<file path="src/rtl/egcd_pkg.sv">
// Package for the extended GCD core: data widths, coefficient type and
// sequencer states. No dependencies.
`timescale 1ns / 1ps

package egcd_pkg;

  localparam int unsigned DATA_W = 32;
  localparam int unsigned COEF_W = DATA_W + 1;
  localparam int unsigned CNT_W  = $clog2(DATA_W);

  typedef logic [DATA_W-1:0]        data_t;
  typedef logic signed [COEF_W-1:0] coef_t;
  typedef logic [CNT_W-1:0]         cnt_t;

  typedef enum logic [1:0] {
    ST_IDLE,
    ST_START,
    ST_WAIT,
    ST_FIN
  } egcd_state_e;

endpackage

</file>
<file path="src/rtl/egcd_div_unit.sv">
// Radix-2 restoring divider with two shift-add accumulators that form
// s*q and t*q from the quotient bits as they emerge. Uses egcd_pkg.
`timescale 1ns / 1ps

module egcd_div_unit import egcd_pkg::*; (
  input  logic  clk_i,
  input  logic  rst_ni,
  input  logic  start_i,
  input  data_t dividend_i,
  input  data_t divisor_i,
  input  coef_t mul_s_i,
  input  coef_t mul_t_i,
  output logic  done_o,
  output data_t rem_o,
  output coef_t prod_s_o,
  output coef_t prod_t_o
);

  logic  busy_q, busy_d;
  logic  done_q, done_d;
  cnt_t  cnt_q, cnt_d;
  data_t rem_q, rem_d;
  data_t quo_q, quo_d;
  data_t dvs_q, dvs_d;
  coef_t mul_s_q, mul_s_d;
  coef_t mul_t_q, mul_t_d;
  coef_t acc_s_q, acc_s_d;
  coef_t acc_t_q, acc_t_d;

  logic [DATA_W:0] shifted;
  logic [DATA_W:0] diff;
  logic            qbit;

  assign shifted = {rem_q, quo_q[DATA_W-1]};
  assign diff    = shifted - {1'b0, dvs_q};
  assign qbit    = ~diff[DATA_W];

  always_comb begin
    busy_d  = busy_q;
    done_d  = 1'b0;
    cnt_d   = cnt_q;
    rem_d   = rem_q;
    quo_d   = quo_q;
    dvs_d   = dvs_q;
    mul_s_d = mul_s_q;
    mul_t_d = mul_t_q;
    acc_s_d = acc_s_q;
    acc_t_d = acc_t_q;
    if (start_i) begin
      busy_d  = 1'b1;
      cnt_d   = cnt_t'(DATA_W - 1);
      rem_d   = '0;
      quo_d   = dividend_i;
      dvs_d   = divisor_i;
      mul_s_d = mul_s_i;
      mul_t_d = mul_t_i;
      acc_s_d = '0;
      acc_t_d = '0;
    end else if (busy_q) begin
      rem_d   = qbit ? diff[DATA_W-1:0] : shifted[DATA_W-1:0];
      quo_d   = {quo_q[DATA_W-2:0], 1'b0};
      // product mod 2^COEF_W, MSB first
      acc_s_d = (acc_s_q <<< 1) + (qbit ? mul_s_q : coef_t'(0));
      acc_t_d = (acc_t_q <<< 1) + (qbit ? mul_t_q : coef_t'(0));
      cnt_d   = cnt_q - cnt_t'(1);
      if (cnt_q == '0) begin
        busy_d = 1'b0;
        done_d = 1'b1;
      end
    end
  end

  always_ff @(posedge clk_i or negedge rst_ni) begin
    if (!rst_ni) begin
      busy_q <= 1'b0;
      done_q <= 1'b0;
      cnt_q  <= '0;
    end else begin
      busy_q <= busy_d;
      done_q <= done_d;
      cnt_q  <= cnt_d;
    end
  end

  always_ff @(posedge clk_i) begin
    rem_q   <= rem_d;
    quo_q   <= quo_d;
    dvs_q   <= dvs_d;
    mul_s_q <= mul_s_d;
    mul_t_q <= mul_t_d;
    acc_s_q <= acc_s_d;
    acc_t_q <= acc_t_d;
  end

  assign done_o   = done_q;
  assign rem_o    = rem_q;
  assign prod_s_o = acc_s_q;
  assign prod_t_o = acc_t_q;

endmodule

</file>
<file path="src/rtl/extended_gcd_bezout_core.sv">
// Extended Euclidean core: gcd(a,b) and Bezout coefficients s, t.
// Each remainder step runs a start state, a 32-bit divide and a remainder check;
//   k steps (1..46 for 32-bit operands); a zero divisor skips the divider.
// One item in flight: a new operand pair is taken only once the last result
//   has gone to the output register; the bit-serial divider is shared by every step.
// Reset: rst_ni asynchronous active low, clears sequencer and output valid.
`timescale 1ns / 1ps

module extended_gcd_bezout_core import egcd_pkg::*; (
  input  logic  clk_i,
  input  logic  rst_ni,
  // input channel
  input  logic  in_valid_i,
  output logic  in_stall_o,
  input  data_t operand_a_i,
  input  data_t operand_b_i,
  // result channel
  output logic  out_valid_o,
  input  logic  out_stall_i,
  output data_t gcd_value_o,
  output coef_t coeff_s_o,
  output coef_t coeff_t_o,
  output logic  zero_divisor_o
);

  egcd_state_e state_q, state_d;

  // working set: dividend a, divisor b, coefficient pairs
  data_t a_q, a_d;
  data_t b_q, b_d;
  coef_t s_prev_q, s_prev_d;
  coef_t s_cur_q, s_cur_d;
  coef_t t_prev_q, t_prev_d;
  coef_t t_cur_q, t_cur_d;
  logic  flag_q, flag_d;

  // output register, parts the result side from the sequencer
  logic  out_valid_q, out_valid_d;
  data_t out_g_q, out_g_d;
  coef_t out_s_q, out_s_d;
  coef_t out_t_q, out_t_d;
  logic  out_z_q, out_z_d;

  logic  div_start;
  logic  div_done;
  data_t div_rem;
  coef_t prod_s;
  coef_t prod_t;
  logic  in_xfer;
  logic  out_free;

  egcd_div_unit u_div (
    .clk_i      (clk_i),
    .rst_ni     (rst_ni),
    .start_i    (div_start),
    .dividend_i (a_q),
    .divisor_i  (b_q),
    .mul_s_i    (s_cur_q),
    .mul_t_i    (t_cur_q),
    .done_o     (div_done),
    .rem_o      (div_rem),
    .prod_s_o   (prod_s),
    .prod_t_o   (prod_t)
  );

  assign in_stall_o = (state_q != ST_IDLE);
  assign in_xfer    = in_valid_i && (state_q == ST_IDLE);
  assign out_free   = !out_valid_q || !out_stall_i;

  always_comb begin
    state_d     = state_q;
    a_d         = a_q;
    b_d         = b_q;
    s_prev_d    = s_prev_q;
    s_cur_d     = s_cur_q;
    t_prev_d    = t_prev_q;
    t_cur_d     = t_cur_q;
    flag_d      = flag_q;
    div_start   = 1'b0;
    out_valid_d = out_valid_q && out_stall_i;
    out_g_d     = out_g_q;
    out_s_d     = out_s_q;
    out_t_d     = out_t_q;
    out_z_d     = out_z_q;

    unique case (state_q)
      ST_IDLE: begin
        if (in_xfer) begin
          a_d      = operand_a_i;
          s_prev_d = coef_t'(1);
          t_prev_d = coef_t'(0);
          if (operand_b_i == '0) begin
            // zero divisor: gcd=a, s=1, t=0, flagged
            b_d     = operand_a_i;
            s_cur_d = coef_t'(1);
            t_cur_d = coef_t'(0);
            flag_d  = 1'b1;
            state_d = ST_FIN;
          end else begin
            b_d     = operand_b_i;
            s_cur_d = coef_t'(0);
            t_cur_d = coef_t'(1);
            flag_d  = 1'b0;
            state_d = ST_START;
          end
        end
      end
      ST_START: begin
        div_start = 1'b1;
        state_d   = ST_WAIT;
      end
      ST_WAIT: begin
        if (div_done) begin
          if (div_rem == '0) begin
            // divisor of this step is the gcd, current pair is the answer
            state_d = ST_FIN;
          end else begin
            s_prev_d = s_cur_q;
            s_cur_d  = s_prev_q - prod_s;
            t_prev_d = t_cur_q;
            t_cur_d  = t_prev_q - prod_t;
            a_d      = b_q;
            b_d      = div_rem;
            state_d  = ST_START;
          end
        end
      end
      ST_FIN: begin
        if (out_free) begin
          out_valid_d = 1'b1;
          out_g_d     = b_q;
          out_s_d     = s_cur_q;
          out_t_d     = t_cur_q;
          out_z_d     = flag_q;
          state_d     = ST_IDLE;
        end
      end
      default: state_d = ST_IDLE;
    endcase
  end

  always_ff @(posedge clk_i or negedge rst_ni) begin
    if (!rst_ni) begin
      state_q     <= ST_IDLE;
      out_valid_q <= 1'b0;
    end else begin
      state_q     <= state_d;
      out_valid_q <= out_valid_d;
    end
  end

  always_ff @(posedge clk_i) begin
    a_q      <= a_d;
    b_q      <= b_d;
    s_prev_q <= s_prev_d;
    s_cur_q  <= s_cur_d;
    t_prev_q <= t_prev_d;
    t_cur_q  <= t_cur_d;
    flag_q   <= flag_d;
    out_g_q  <= out_g_d;
    out_s_q  <= out_s_d;
    out_t_q  <= out_t_d;
    out_z_q  <= out_z_d;
  end

  assign out_valid_o    = out_valid_q;
  assign gcd_value_o    = out_g_q;
  assign coeff_s_o      = out_s_q;
  assign coeff_t_o      = out_t_q;
  assign zero_divisor_o = out_z_q;

endmodule

</file>
<file path="config.mk">
export PLATFORM = sky130hd
export DESIGN_NAME = extended_gcd_bezout_core
export DESIGN_NICKNAME = d
export VERILOG_FILES = /design/src/rtl/egcd_pkg.sv /design/src/rtl/egcd_div_unit.sv /design/src/rtl/extended_gcd_bezout_core.sv
export SDC_FILE = /design/constraint.sdc
export NUM_CORES = 1
export LEC_CHECK = 0
export BUFFER_PORTS_ARGS = -buffer_cell sky130_fd_sc_hd__buf_2
export CORE_ASPECT_RATIO = 1.75
export CORE_UTILIZATION = 52
export CTS_CLUSTER_DIAMETER = 40
export CTS_CLUSTER_SIZE = 14
export DETAILED_ROUTE_END_ITERATION = 7
export PLACE_DENSITY = 0.73
export SYNTH_ARGS = -nofsm -noshare
export SYNTH_HDL_FRONTEND = slang
export SYNTH_SLANG_ARGS = --single-unit
</file>
<file path="constraint.sdc">
create_clock -name clk_i -period 14.85 [get_ports clk_i]
set_clock_uncertainty 0.1 [all_clocks]
set_input_delay 0.7425 -clock clk_i [delete_from_list [all_inputs] [get_ports clk_i]]
set_output_delay 0.7425 -clock clk_i [all_outputs]
set_load 0.1 [all_outputs]
</file>
=== After elaboration in Yosys (flattened, before gate mapping) ===
Cells that the tools add are included.

* Register bits after elaboration: 534
* Output and inout bits: 101
* Word-level logic and storage cells: 102

* Add/sub/neg operators: 6
* Equal/unequal tests: 7
* Multiplexer cells: 50
* Reduce and logical (&&, ||, !) cells: 16

{| class="wikitable"
|+ Operators by type and width
! operator !! count
|-
| 2-to-1 mux 33 bit || 14
|-
| 2-to-1 mux 32 bit || 10
|-
| case mux 33 bit (2 select lines) || 4
|-
| case mux 32 bit (2 select lines) || 2
|-
| adder 33 bit || 2
|-
| subtractor 33 bit || 2
|-
| zero test 32 bit || 2
|-
| subtractor 33 x 32 -> 33 bit || 1
|-
| 2-to-1 mux 1 bit || 12
|-
| 2-to-1 mux 2 bit || 5
|-
| 2-to-1 mux 5 bit || 2
|-
| case mux 2 bit (4 select lines) || 1
|-
| inequality test 2 bit (second input constant) || 3
|-
| nonzero test 2 bit || 3
|-
| zero test 5 bit || 1
|-
| subtractor 5 x 1 -> 5 bit (second input constant) || 1
|-
| == test 2 bit (second input constant) || 2
|-
| AND reduction 2 bit || 2
|-
| AND reduction 4 bit || 1
|-
| AND reduction 3 bit || 1
|-
| == test 2 x 1 -> 1 bit (second input constant) || 1
|-
| logical AND 1 bit || 2
|-
| zero test 1 bit || 2
|-
| zero test 2 bit || 1
|-
| 2 further kinds || 2
|}

=== Depth between registers and ports, before layout ===
Gate-level depths: netlist of the first run.

* Word-level depth: 4
* Mapped depth: 23
* Gate-level depth less buffers: 21

=== By module ===
From an unflattened synthesis of the first run, not the netlist that was laid out.

* Cell total of the unflattened synthesis: 2589
* Area total of the unflattened synthesis: 27953.1 µm²

{| class="wikitable"
|+ Modules (own cells, without submodules)
! module !! times used !! cells each !! area an instance (µm²)
|-
| extended_gcd_bezout_core || 1 || 1296 || 14682.8
|-
| egcd_div_unit || 1 || 1293 || 13270.2
|}

=== Least setup slack after synthesis of the first run ===
OpenSTA, ideal clock, no wires.

* Kind: register to register
* Start: register state_q[0]
* End: register a_q[0] (enable)
* Setup time: 0.994 ns
* Arrival: 14.020 ns
* Data required time: 13.756 ns
* Setup slack: -0.263 ns
* Stages on the path, launching flop included: 5
* Path buffers: 1
* Period minus slack after synthesis: 15.113 ns
* Path through: dfrtp_1 > clkbuf_1 > nand2b_1 > nor4_1 > nor3_1

* Word-level cells in the longest chain between the ends: 4
* Elaborated cells between the ends (all ways): 8

{| class="wikitable"
|+ RTL lines
! element !! line !! RTL
|-
| from (decl) || extended_gcd_bezout_core.sv:26 || <nowiki>egcd_state_e state_q, state_d;</nowiki>
|-
| from (signal assigned) || extended_gcd_bezout_core.sv:147 || <nowiki>state_q <= state_d;</nowiki>
|-
| zero test 2 bit || extended_gcd_bezout_core.sv:67, extended_gcd_bezout_core.sv:86 ||
|-
| logical AND 1 bit || extended_gcd_bezout_core.sv:67 || <nowiki>assign in_xfer = in_valid_i && (state_q == ST_IDLE);</nowiki>
|-
| inequality test 2 bit (no source line) || -- ||
|-
| AND reduction 4 bit (no source line) (*) || -- ||
|-
| to (signal assigned) || extended_gcd_bezout_core.sv:153 || <nowiki>a_q <= a_d;</nowiki>
|-
| to (decl) || extended_gcd_bezout_core.sv:29 || <nowiki>data_t a_q, a_d;</nowiki>
|}

Every way passes the cells marked *; elsewhere a longest branch is shown, timed or not.
A chain may end at the register's enable or synchronous reset.

=== Worst setup path after layout of the first run ===
* Start: register u_div.dvs_q[0]
* End: register u_div.acc_t_q[29] (netlist: u_div.prod_t_o[29])

* Word-level cells in the longest chain between the ends: 3

{| class="wikitable"
|+ RTL lines
! element !! line !! RTL
|-
| from (decl) || egcd_div_unit.sv:24 || <nowiki>data_t dvs_q, dvs_d;</nowiki>
|-
| from (signal assigned) || egcd_div_unit.sv:88 || <nowiki>dvs_q <= dvs_d;</nowiki>
|-
| subtractor 33 x 32 -> 33 bit || egcd_div_unit.sv:35 || <nowiki>assign diff = shifted - {1'b0, dvs_q};</nowiki>
|-
| 2-to-1 mux 33 bit || egcd_div_unit.sv:64 || <nowiki>acc_t_d = (acc_t_q <<< 1) + (qbit ? mul_t_q : coef_t'(0));</nowiki>
|-
| adder 33 bit || egcd_div_unit.sv:64 ||
|-
| to (signal assigned) || egcd_div_unit.sv:92 || <nowiki>acc_t_q <= acc_t_d;</nowiki>
|-
| to (decl) || egcd_div_unit.sv:28 || <nowiki>coef_t acc_t_q, acc_t_d;</nowiki>
|}

No other way between the ends.

==> out/qor.log, run 1 <==
INFO  outcome        status=completed
INFO  synthesis      yosys.area_share.xor_xnor=0.0379
INFO  worst_hold_path timing.hold.worst_endpoint=out_valid_o
INFO  sta            relSlewSlack=0.186
INFO  cts            cts_root_buffer=sky130_fd_sc_hd__clkbuf_16
INFO  synthesis      synth_largest_type_area_fraction=0.461
INFO  synthesis      largest_family_of_logic_cells_by_synthesized_area=simple AND/OR/NAND/NOR gates
INFO  sta            min_period_over_period=0.392
INFO  synthesis      ys_warn_count=0
INFO  critical_path  r2r_start=u_div.dvs_q[0]
INFO  cts            cts_buffer_depth=3
INFO  sta            rsz_0062_raised_after_global_routing=false
INFO  critical_path  regToRegEndpoint=u_div.prod_t_o[29]
INFO  critical_path  cp.arrival=6.14ns
INFO  synthesis      synthSimpleGateAreaFrac=0.151
INFO  grt            grt_first_pass_wirelength=107mm
INFO  placed_design  hpwl=47.8mm
INFO  placed_design  dpl_cell_area=29,200um^2
INFO  routing        detail_route.drc_violations=0
INFO  synthesis      ys_dominant_reg_cell=sky130_fd_sc_hd__edfxtp_1
INFO  synthesis      synth-compound-area-share=0.145
INFO  critical_path  worst_setup_path_end_kind=flop
INFO  sta            period_needed=5.81ns
INFO  sta            timing_max_transition_violations_final=0
INFO  cts            cts_tree=built
INFO  synthesis      synth_enable_flop_cells=426
INFO  routing        drt_iter0_markers=1,303
INFO  critical_path  cp_max_fanout=43
INFO  placed_design  gp_routability_congestion=0.948
INFO  critical_path  start_kind=flop
INFO  cts            cts.htree.levels=2
INFO  power_and_ir_drop vdd_ir_drop_max=0.000144V
INFO  sta            fmaxAchievable=172MHz
INFO  routing        drt.antenna.violating_nets=0
INFO  synthesis      netlist_area=27,700um^2
INFO  grt            grt_max_degree=79
INFO  cts            clkSinkCount=534
INFO  critical_path  timing.critical_path.required=15.17ns
INFO  synthesis      asyncSetResetFlopFracSynth=0.0187
INFO  floorplanning  die_x=177um
INFO  floorplanning  die_h=307um
INFO  critical_path  critical_path_start_end_classification=reg2reg
INFO  synthesis      synth.avg_cell_area=10.6um^2
INFO  cells_and_area antenna_cells_inserted=0
INFO  cts            quantity_of_gates_resized_following_cts=0
INFO  worst_hold_path timing.hold.worst.class=in2reg
INFO  routing        routed_wl=67.8mm
INFO  grt            vias_in_the_first_global_route=20,400
INFO  critical_path  worst_r2r_path_depth=20
INFO  cells_and_area design_area=30,900um^2
INFO  worst_hold_path timing.hold.worst.start=out_stall_i
INFO  routing        route.vias.total=20,100
INFO  synthesis      post_synth_main_area_contributors=sky130_fd_sc_hd__edfxtp_1, sky130_fd_sc_hd__ha_1, sky130_fd_sc_hd__dfxtp_1, sky130_fd_sc_hd__nand2_1, sky130_fd_sc_hd__and2_1
INFO  floorplanning  core.rowCount=111
INFO  synthesis      synthCells=2,608
INFO  cts            clkSlewWorstSetupHoldPaths=0.07ns
INFO  floorplanning  floorplan.die_area=54,300um^2
INFO  grt            grt_antenna_before_repair=0
INFO  floorplanning  initial_utilization=0.528
INFO  synthesis      synth.net_count=2,841
INFO  sta            setup_violations=0
INFO  cts            cts_inserted_buffers=52
INFO  floorplanning  core=52,500um^2
INFO  synthesis      synthAdderAreaFrac=0.0758
INFO  cells_and_area synthToLayoutAreaGrowth=11.3%
INFO  power_and_ir_drop p_leak=12.9nW
INFO  synthesis      synth.ff_latch_count=534
INFO  synthesis      yosys-mux-area-fraction=0.0162
INFO  flow_run       max_cap_viol_count=0
INFO  cells_and_area final_layout_size_suffix_gt1_frac=0.110
INFO  synthesis      synth_largest_area_cell=sky130_fd_sc_hd__edfxtp_1
INFO  critical_path  setup.reg_to_reg.worst_slack=9.04ns
INFO  synthesis      yosysSeqAreaShare=0.541
INFO  cells_and_area finalNetCount=2,991
INFO  worst_hold_path worstHoldPathCells=3
INFO  synthesis      synth.lib_cells_used.distinct=91
INFO  cts            clk-insertion-delay-late=0.59ns
INFO  routing        detail_route.vias_per_cell=5.79
INFO  cells_and_area most-common-layout-cells=sky130_fd_sc_hd__edfxtp_1, sky130_fd_sc_hd__nand2_1, sky130_fd_sc_hd__nor2_1, sky130_fd_sc_hd__buf_2, sky130_fd_sc_hd__a21oi_1
INFO  cells_and_area mostFrequentLayoutCell=sky130_fd_sc_hd__edfxtp_1
INFO  power_and_ir_drop powerDensity=263nW/um^2
INFO  sta            worstMarginPinSlew=1.21ns
INFO  placed_design  place.port_buffers=168
INFO  floorplanning  io-pin-count=169
INFO  grt            overflow=0
INFO  routing        detail_route.first_pass.iterations=7
INFO  grt            gr-usage-all-layers=0.251
INFO  sta            setup_tns=0ns
INFO  routing        route.detailed.wl_per_inst=19.5um
INFO  sta            finalHoldViolations=0
INFO  cts            post-cts-setup-buffers=0
[cell families (layout without fill, tap and decap cells)]
group	after synthesis	in the layout
and+or+nand+nor	896	896
buffers and inverters	227	419
muxes	45	45
AOI/OAI and AO/OA	621	621
DFF	534	534
xor gates and xnor gates	120	120
adders and majority gates	165	165
[power breakdown]
group / switching (mW) / internal (mW)
combinational: 2.64 / 1.58
clock: 0.588 / 0.718
sequential: 0.313 / 2.30
total: 3.54 / 4.59
[flip-flops by register name, summed over array words and instances (netlist names), 32 cells and up]
register,count
a_q,32
b_q,32
coeff_s_o,33
coeff_t_o,33
gcd_value_o,32
s_cur_q,33
s_prev_q,33
t_cur_q,33
t_prev_q,33
u_div.dvs_q,32
u_div.mul_s_q,33
u_div.mul_t_q,33
u_div.prod_s_o,33
u_div.prod_t_o,33
u_div.quo_q,32
u_div.rem_o,32
[critical path, stage by stage (launching register included)]
cell and delay [ns]:
sky130_fd_sc_hd__edfxtp_1 0.37, sky130_fd_sc_hd__ha_1 0.24, sky130_fd_sc_hd__fa_1 0.40, sky130_fd_sc_hd__nor2b_1 0.21, sky130_fd_sc_hd__o2111a_1 0.23, sky130_fd_sc_hd__o21ai_1 0.14
sky130_fd_sc_hd__o211ai_2 0.37, sky130_fd_sc_hd__a211o_1 0.25, sky130_fd_sc_hd__nand3_4 0.35, sky130_fd_sc_hd__and2_1 0.34, sky130_fd_sc_hd__ha_1 0.23, sky130_fd_sc_hd__fa_1 0.46
sky130_fd_sc_hd__a211oi_1 0.31, sky130_fd_sc_hd__o21ai_0 0.21, sky130_fd_sc_hd__nand4_1 0.15, sky130_fd_sc_hd__a31oi_1 0.13, sky130_fd_sc_hd__o21ai_1 0.35, sky130_fd_sc_hd__o21bai_1 0.10
sky130_fd_sc_hd__o41ai_1 0.36, sky130_fd_sc_hd__mux2i_1 0.23, sky130_fd_sc_hd__a211oi_1 0.06
[synth_stat cells (16+ instances only)]
| cell type | instances |
|---|---|
| sky130_fd_sc_hd__a211oi_1 | 28 |
| sky130_fd_sc_hd__nand3_1 | 28 |
| sky130_fd_sc_hd__nor2_1 | 172 |
| sky130_fd_sc_hd__and3_1 | 16 |
| sky130_fd_sc_hd__clkbuf_1 | 65 |
| sky130_fd_sc_hd__a21oi_1 | 168 |
| sky130_fd_sc_hd__o21ai_0 | 143 |
| sky130_fd_sc_hd__a31oi_1 | 21 |
| sky130_fd_sc_hd__nor3_1 | 42 |
| sky130_fd_sc_hd__xnor2_1 | 71 |
| sky130_fd_sc_hd__nor2b_1 | 22 |
| sky130_fd_sc_hd__o21a_1 | 30 |
| sky130_fd_sc_hd__mux2i_1 | 45 |
| sky130_fd_sc_hd__xor2_1 | 49 |
| sky130_fd_sc_hd__nand2b_1 | 28 |
| sky130_fd_sc_hd__nor4_1 | 20 |
| sky130_fd_sc_hd__edfxtp_1 | 426 |
| sky130_fd_sc_hd__dfxtp_1 | 98 |
| sky130_fd_sc_hd__nand2_1 | 384 |
| sky130_fd_sc_hd__and2_1 | 137 |
| sky130_fd_sc_hd__inv_1 | 137 |
| sky130_fd_sc_hd__a21o_1 | 76 |
| sky130_fd_sc_hd__ha_1 | 160 |
| sky130_fd_sc_hd__o22ai_1 | 17 |
[per-layer routing]
| metal | wire (um) | global-route usage | vias up |
|---|---|---|---|
| met5 | 0 | 0 | - |
| li1 | - | - | 9675 |
| met1 | 26000 | 0.278 | 9738 |
| met3 | 2510 | 0.0256 | 170 |
| met2 | 36000 | 0.470 | 560 |
| met4 | 3320 | 0.121 | 0 |
[worst max path at each step]
stage | startpoint | to | slack (ns) | cells after the start
2_1_floorplan | state_q[0] | a_q[0] | 5.77 | 4
4_1_cts | u_div.dvs_q[0] | u_div.prod_t_o[29] | 9.04 | 20
5_1_grt | u_div.dvs_q[0] | u_div.prod_t_o[29] | 8.65 | 20
6_report | u_div.dvs_q[0] | u_div.prod_t_o[29] | 9.04 | 20
3_3_place_gp | u_div.dvs_q[0] | u_div.prod_t_o[29] | 9.31 | 20
3_5_place_dp | u_div.dvs_q[0] | u_div.prod_t_o[29] | 9.09 | 20
[cell type report]
class                           instances  area [um^2]
Fill cell                            4401        21600
Sequential cell                       534        15000
Multi-Input combinational cell       1847        11900
Clock buffer                           75         1440
Timing Repair Buffer                  185          971
Tap cell                              678          848
Inverter                              138          523
Clock inverter                         21          208
[metrics by stage]
| step | util | hold WS (ns) | power [mW] | instances | worst slack (ns) |
|---|---|---|---|---|---|
| finish | 0.588 | 0.329 | 8.13 | 3478 | 9.04 |
| global route | 0.588 | 0.344 | 8.71 | 3478 | 8.65 |
| CTS | 0.588 | 0.304 | 8.16 | 3478 | 9.04 |
| detailed placement | 0.556 | 0.317 | 6.82 | 3381 | 9.09 |
| global placement | 0.556 | 0.302 | 6.70 | 3381 | 9.31 |
| floorplan | - | 0.300 | 5.90 | 2608 | 5.77 |
[repair_timing]
| action | 4_1_cts | 5_1_grt |
|---|---|---|
| endpoints found under the hold margin | 10 | 0 |
| setup endpoints to repair | 0 | 0 |
| hold buffers | 1 | 0 |
(Power assumes the default switching activity.)
==> run 2, diff against run 1 <==
Clock period 14.85 ns to 5.33 ns, I/O delays scaled along.
==> out/qor.log, run 2 (synthesis results as in run 1) <==
INFO  sta            rsz_0062_raised_after_global_routing=false
INFO  cells_and_area multi_input_area=11,900um^2
INFO  sta            fmaxAchievable=199MHz
INFO  cells_and_area synthToLayoutAreaGrowth=14.2%
INFO  sta            min_period_over_period=0.943
INFO  grt            overflow=0
INFO  routing        route.vias.total=20,500
INFO  sta            worstMarginPinSlew=1.30ns
INFO  power_and_ir_drop vdd_ir_drop_max=0.000427V
INFO  grt            grt_first_pass_wirelength=109mm
INFO  floorplanning  io-pin-count=169
INFO  floorplanning  floorplan.die_area=54,300um^2
INFO  critical_path  timing.critical_path.required=5.70ns
INFO  cells_and_area fill_cells=4,248
INFO  grt            grt_max_degree=174
INFO  placed_design  gp_routability_congestion=0.953
INFO  routing        routed_wl=69.6mm
INFO  floorplanning  core.rowCount=111
INFO  critical_path  cp.arrival=5.39ns
INFO  cts            cts_tree=built
INFO  cts            cts_inserted_buffers=50
INFO  cells_and_area post-route-util=0.603
INFO  sta            finalHoldViolations=0
INFO  flow_run       max_cap_viol_count=0
INFO  floorplanning  initial_utilization=0.528
INFO  cts            clkSlewWorstSetupHoldPaths=0.06ns
INFO  grt            vias_in_the_first_global_route=20,800
INFO  cells_and_area register_area=15,000um^2
INFO  floorplanning  die_x=177um
INFO  routing        drt_iter0_markers=1,273
INFO  sta            setup_violations=0
INFO  worst_hold_path timing.hold.worst.class=in2reg
INFO  cts            cts_buffer_depth=3
INFO  critical_path  start_kind=flop
INFO  grt            gr-usage-all-layers=0.257
INFO  placed_design  place.port_buffers=168
INFO  placed_design  hpwl=48.2mm
INFO  sta            period_needed=5.03ns
INFO  cells_and_area most-common-layout-cells=sky130_fd_sc_hd__edfxtp_1, sky130_fd_sc_hd__nand2_1, sky130_fd_sc_hd__nor2_1, sky130_fd_sc_hd__buf_2, sky130_fd_sc_hd__a21oi_1
INFO  cells_and_area antenna_cells_inserted=0
INFO  sta            relSlewSlack=0.123
INFO  critical_path  setup.reg_to_reg.worst_slack=0.30ns
INFO  routing        detail_route.drc_violations=0
INFO  cts            cts_root_buffer=sky130_fd_sc_hd__clkbuf_16
INFO  critical_path  cp_max_fanout=27
INFO  power_and_ir_drop powerDensity=722nW/um^2
INFO  sta            final.setup.worst_slack=0.305ns
INFO  critical_path  worst_setup_path_end_kind=flop
INFO  cells_and_area finalNetCount=3,071
INFO  grt            grt_antenna_before_repair=1
INFO  floorplanning  die_h=307um
INFO  cells_and_area mostFrequentLayoutCell=sky130_fd_sc_hd__edfxtp_1
INFO  routing        detail_route.first_pass.iterations=6
INFO  cts            cts.htree.levels=2
INFO  routing        drt.antenna.violating_nets=0
INFO  sta            timing_max_transition_violations_final=0
INFO  placed_design  dp_worst_setup_slack=0.158ns
INFO  routing        detail_route.vias_per_cell=5.77
INFO  routing        route.detailed.wl_per_inst=19.6um
INFO  cts            clkSinkCount=534
INFO  cells_and_area final_layout_size_suffix_gt1_frac=0.114
INFO  floorplanning  core=52,500um^2
INFO  cts            clk-insertion-delay-late=0.59ns
INFO  power_and_ir_drop p_leak=13.2nW
INFO  critical_path  critical_path_start_end_classification=reg2reg
INFO  outcome        status=completed
==> run 2: cell type report <==
type / instances / share of cell area
Inverter: 138 / 0.0165
Timing Repair Buffer: 267 / 0.0561
Tap cell: 678 / 0.0268
Clock buffer: 78 / 0.0459
Sequential cell: 534 / 0.474
Clock inverter: 16 / 0.00447
Multi-Input combinational cell: 1847 / 0.376
==> run 2: layer usage <==
metal,track usage,part of all wire,vias up
met5,0,0.00024,-
met4,0.138,0.056,2
met3,0.0260,0.039,192
met2,0.485,0.53,606
met1,0.277,0.37,9896
li1,-,-,9848
==> run 2: power by group <==
| group | leakage [nW] | internal [mW] | switching (mW) |
|---|---|---|---|
| combinational | 7.46 | 4.58 | 7.49 |
| clock | 0.765 | 1.94 | 1.61 |
| sequential | 5.00 | 6.40 | 0.846 |
==> run 2: worst max-delay path, stage by stage (launching register included) <==
cell and delay, ns:
sky130_fd_sc_hd__edfxtp_1 0.37, sky130_fd_sc_hd__ha_1 0.23, sky130_fd_sc_hd__fa_1 0.39, sky130_fd_sc_hd__nor2b_1 0.17
sky130_fd_sc_hd__o2111a_1 0.24, sky130_fd_sc_hd__o21ai_2 0.13, sky130_fd_sc_hd__o211ai_2 0.21, sky130_fd_sc_hd__buf_4 0.16
sky130_fd_sc_hd__nand3_1 0.14, sky130_fd_sc_hd__nand3_4 0.21, sky130_fd_sc_hd__buf_6 0.23, sky130_fd_sc_hd__and2_1 0.16
sky130_fd_sc_hd__ha_1 0.30, sky130_fd_sc_hd__a2111oi_1 0.41, sky130_fd_sc_hd__o21ai_0 0.14, sky130_fd_sc_hd__o21ai_0 0.14
sky130_fd_sc_hd__o21ai_0 0.15, sky130_fd_sc_hd__o21ai_1 0.22, sky130_fd_sc_hd__nand2_1 0.14, sky130_fd_sc_hd__o311ai_1 0.37
sky130_fd_sc_hd__mux2i_1 0.23, sky130_fd_sc_hd__nor2_1 0.06
==> run 2: what timing repair did <==
action | 4_1_cts | 5_1_grt
buffers inserted | 0 | 1
gates resized for setup | 0 | 14
endpoints found under the hold margin | 76 | 0
hold buffers | 65 | 0
setup endpoints to repair | 0 | 19
==> run 2: path summary, 6_finish.rpt <==
check	start	end	cells after the start
max	u_div.dvs_q[0]	u_div.prod_t_o[32]	21
min	operand_b_i[26]	b_q[26]	3
max reg2reg	u_div.dvs_q[0]	u_div.prod_t_o[32]	21
min reg2reg	flag_q	zero_divisor_o	0
max in group asynchronous	rst_ni	u_div.busy_q	3
min in group asynchronous	rst_ni	state_q[1]	3
==> run 2: per-stage QoR <==
| step | setup TNS, ns | hold slack, ns | instances | cell area [um^2] | power [mW] |
|---|---|---|---|---|---|
| final | 0 | 0.0198 | 3558 | 31700 | 22.9 |
| after CTS | 0 | 0.0000815 | 3557 | 31600 | 22.9 |
| after global routing | 0 | 0.0469 | 3558 | 31700 | 24.5 |
| after global placement | 0 | 0.0392 | 3398 | 29400 | 18.9 |
| after detailed placement | 0 | 0.0399 | 3398 | 29400 | 19.2 |
| after floorplan | -107.58 | -0.129 | 2608 | 27800 | 16.4 |
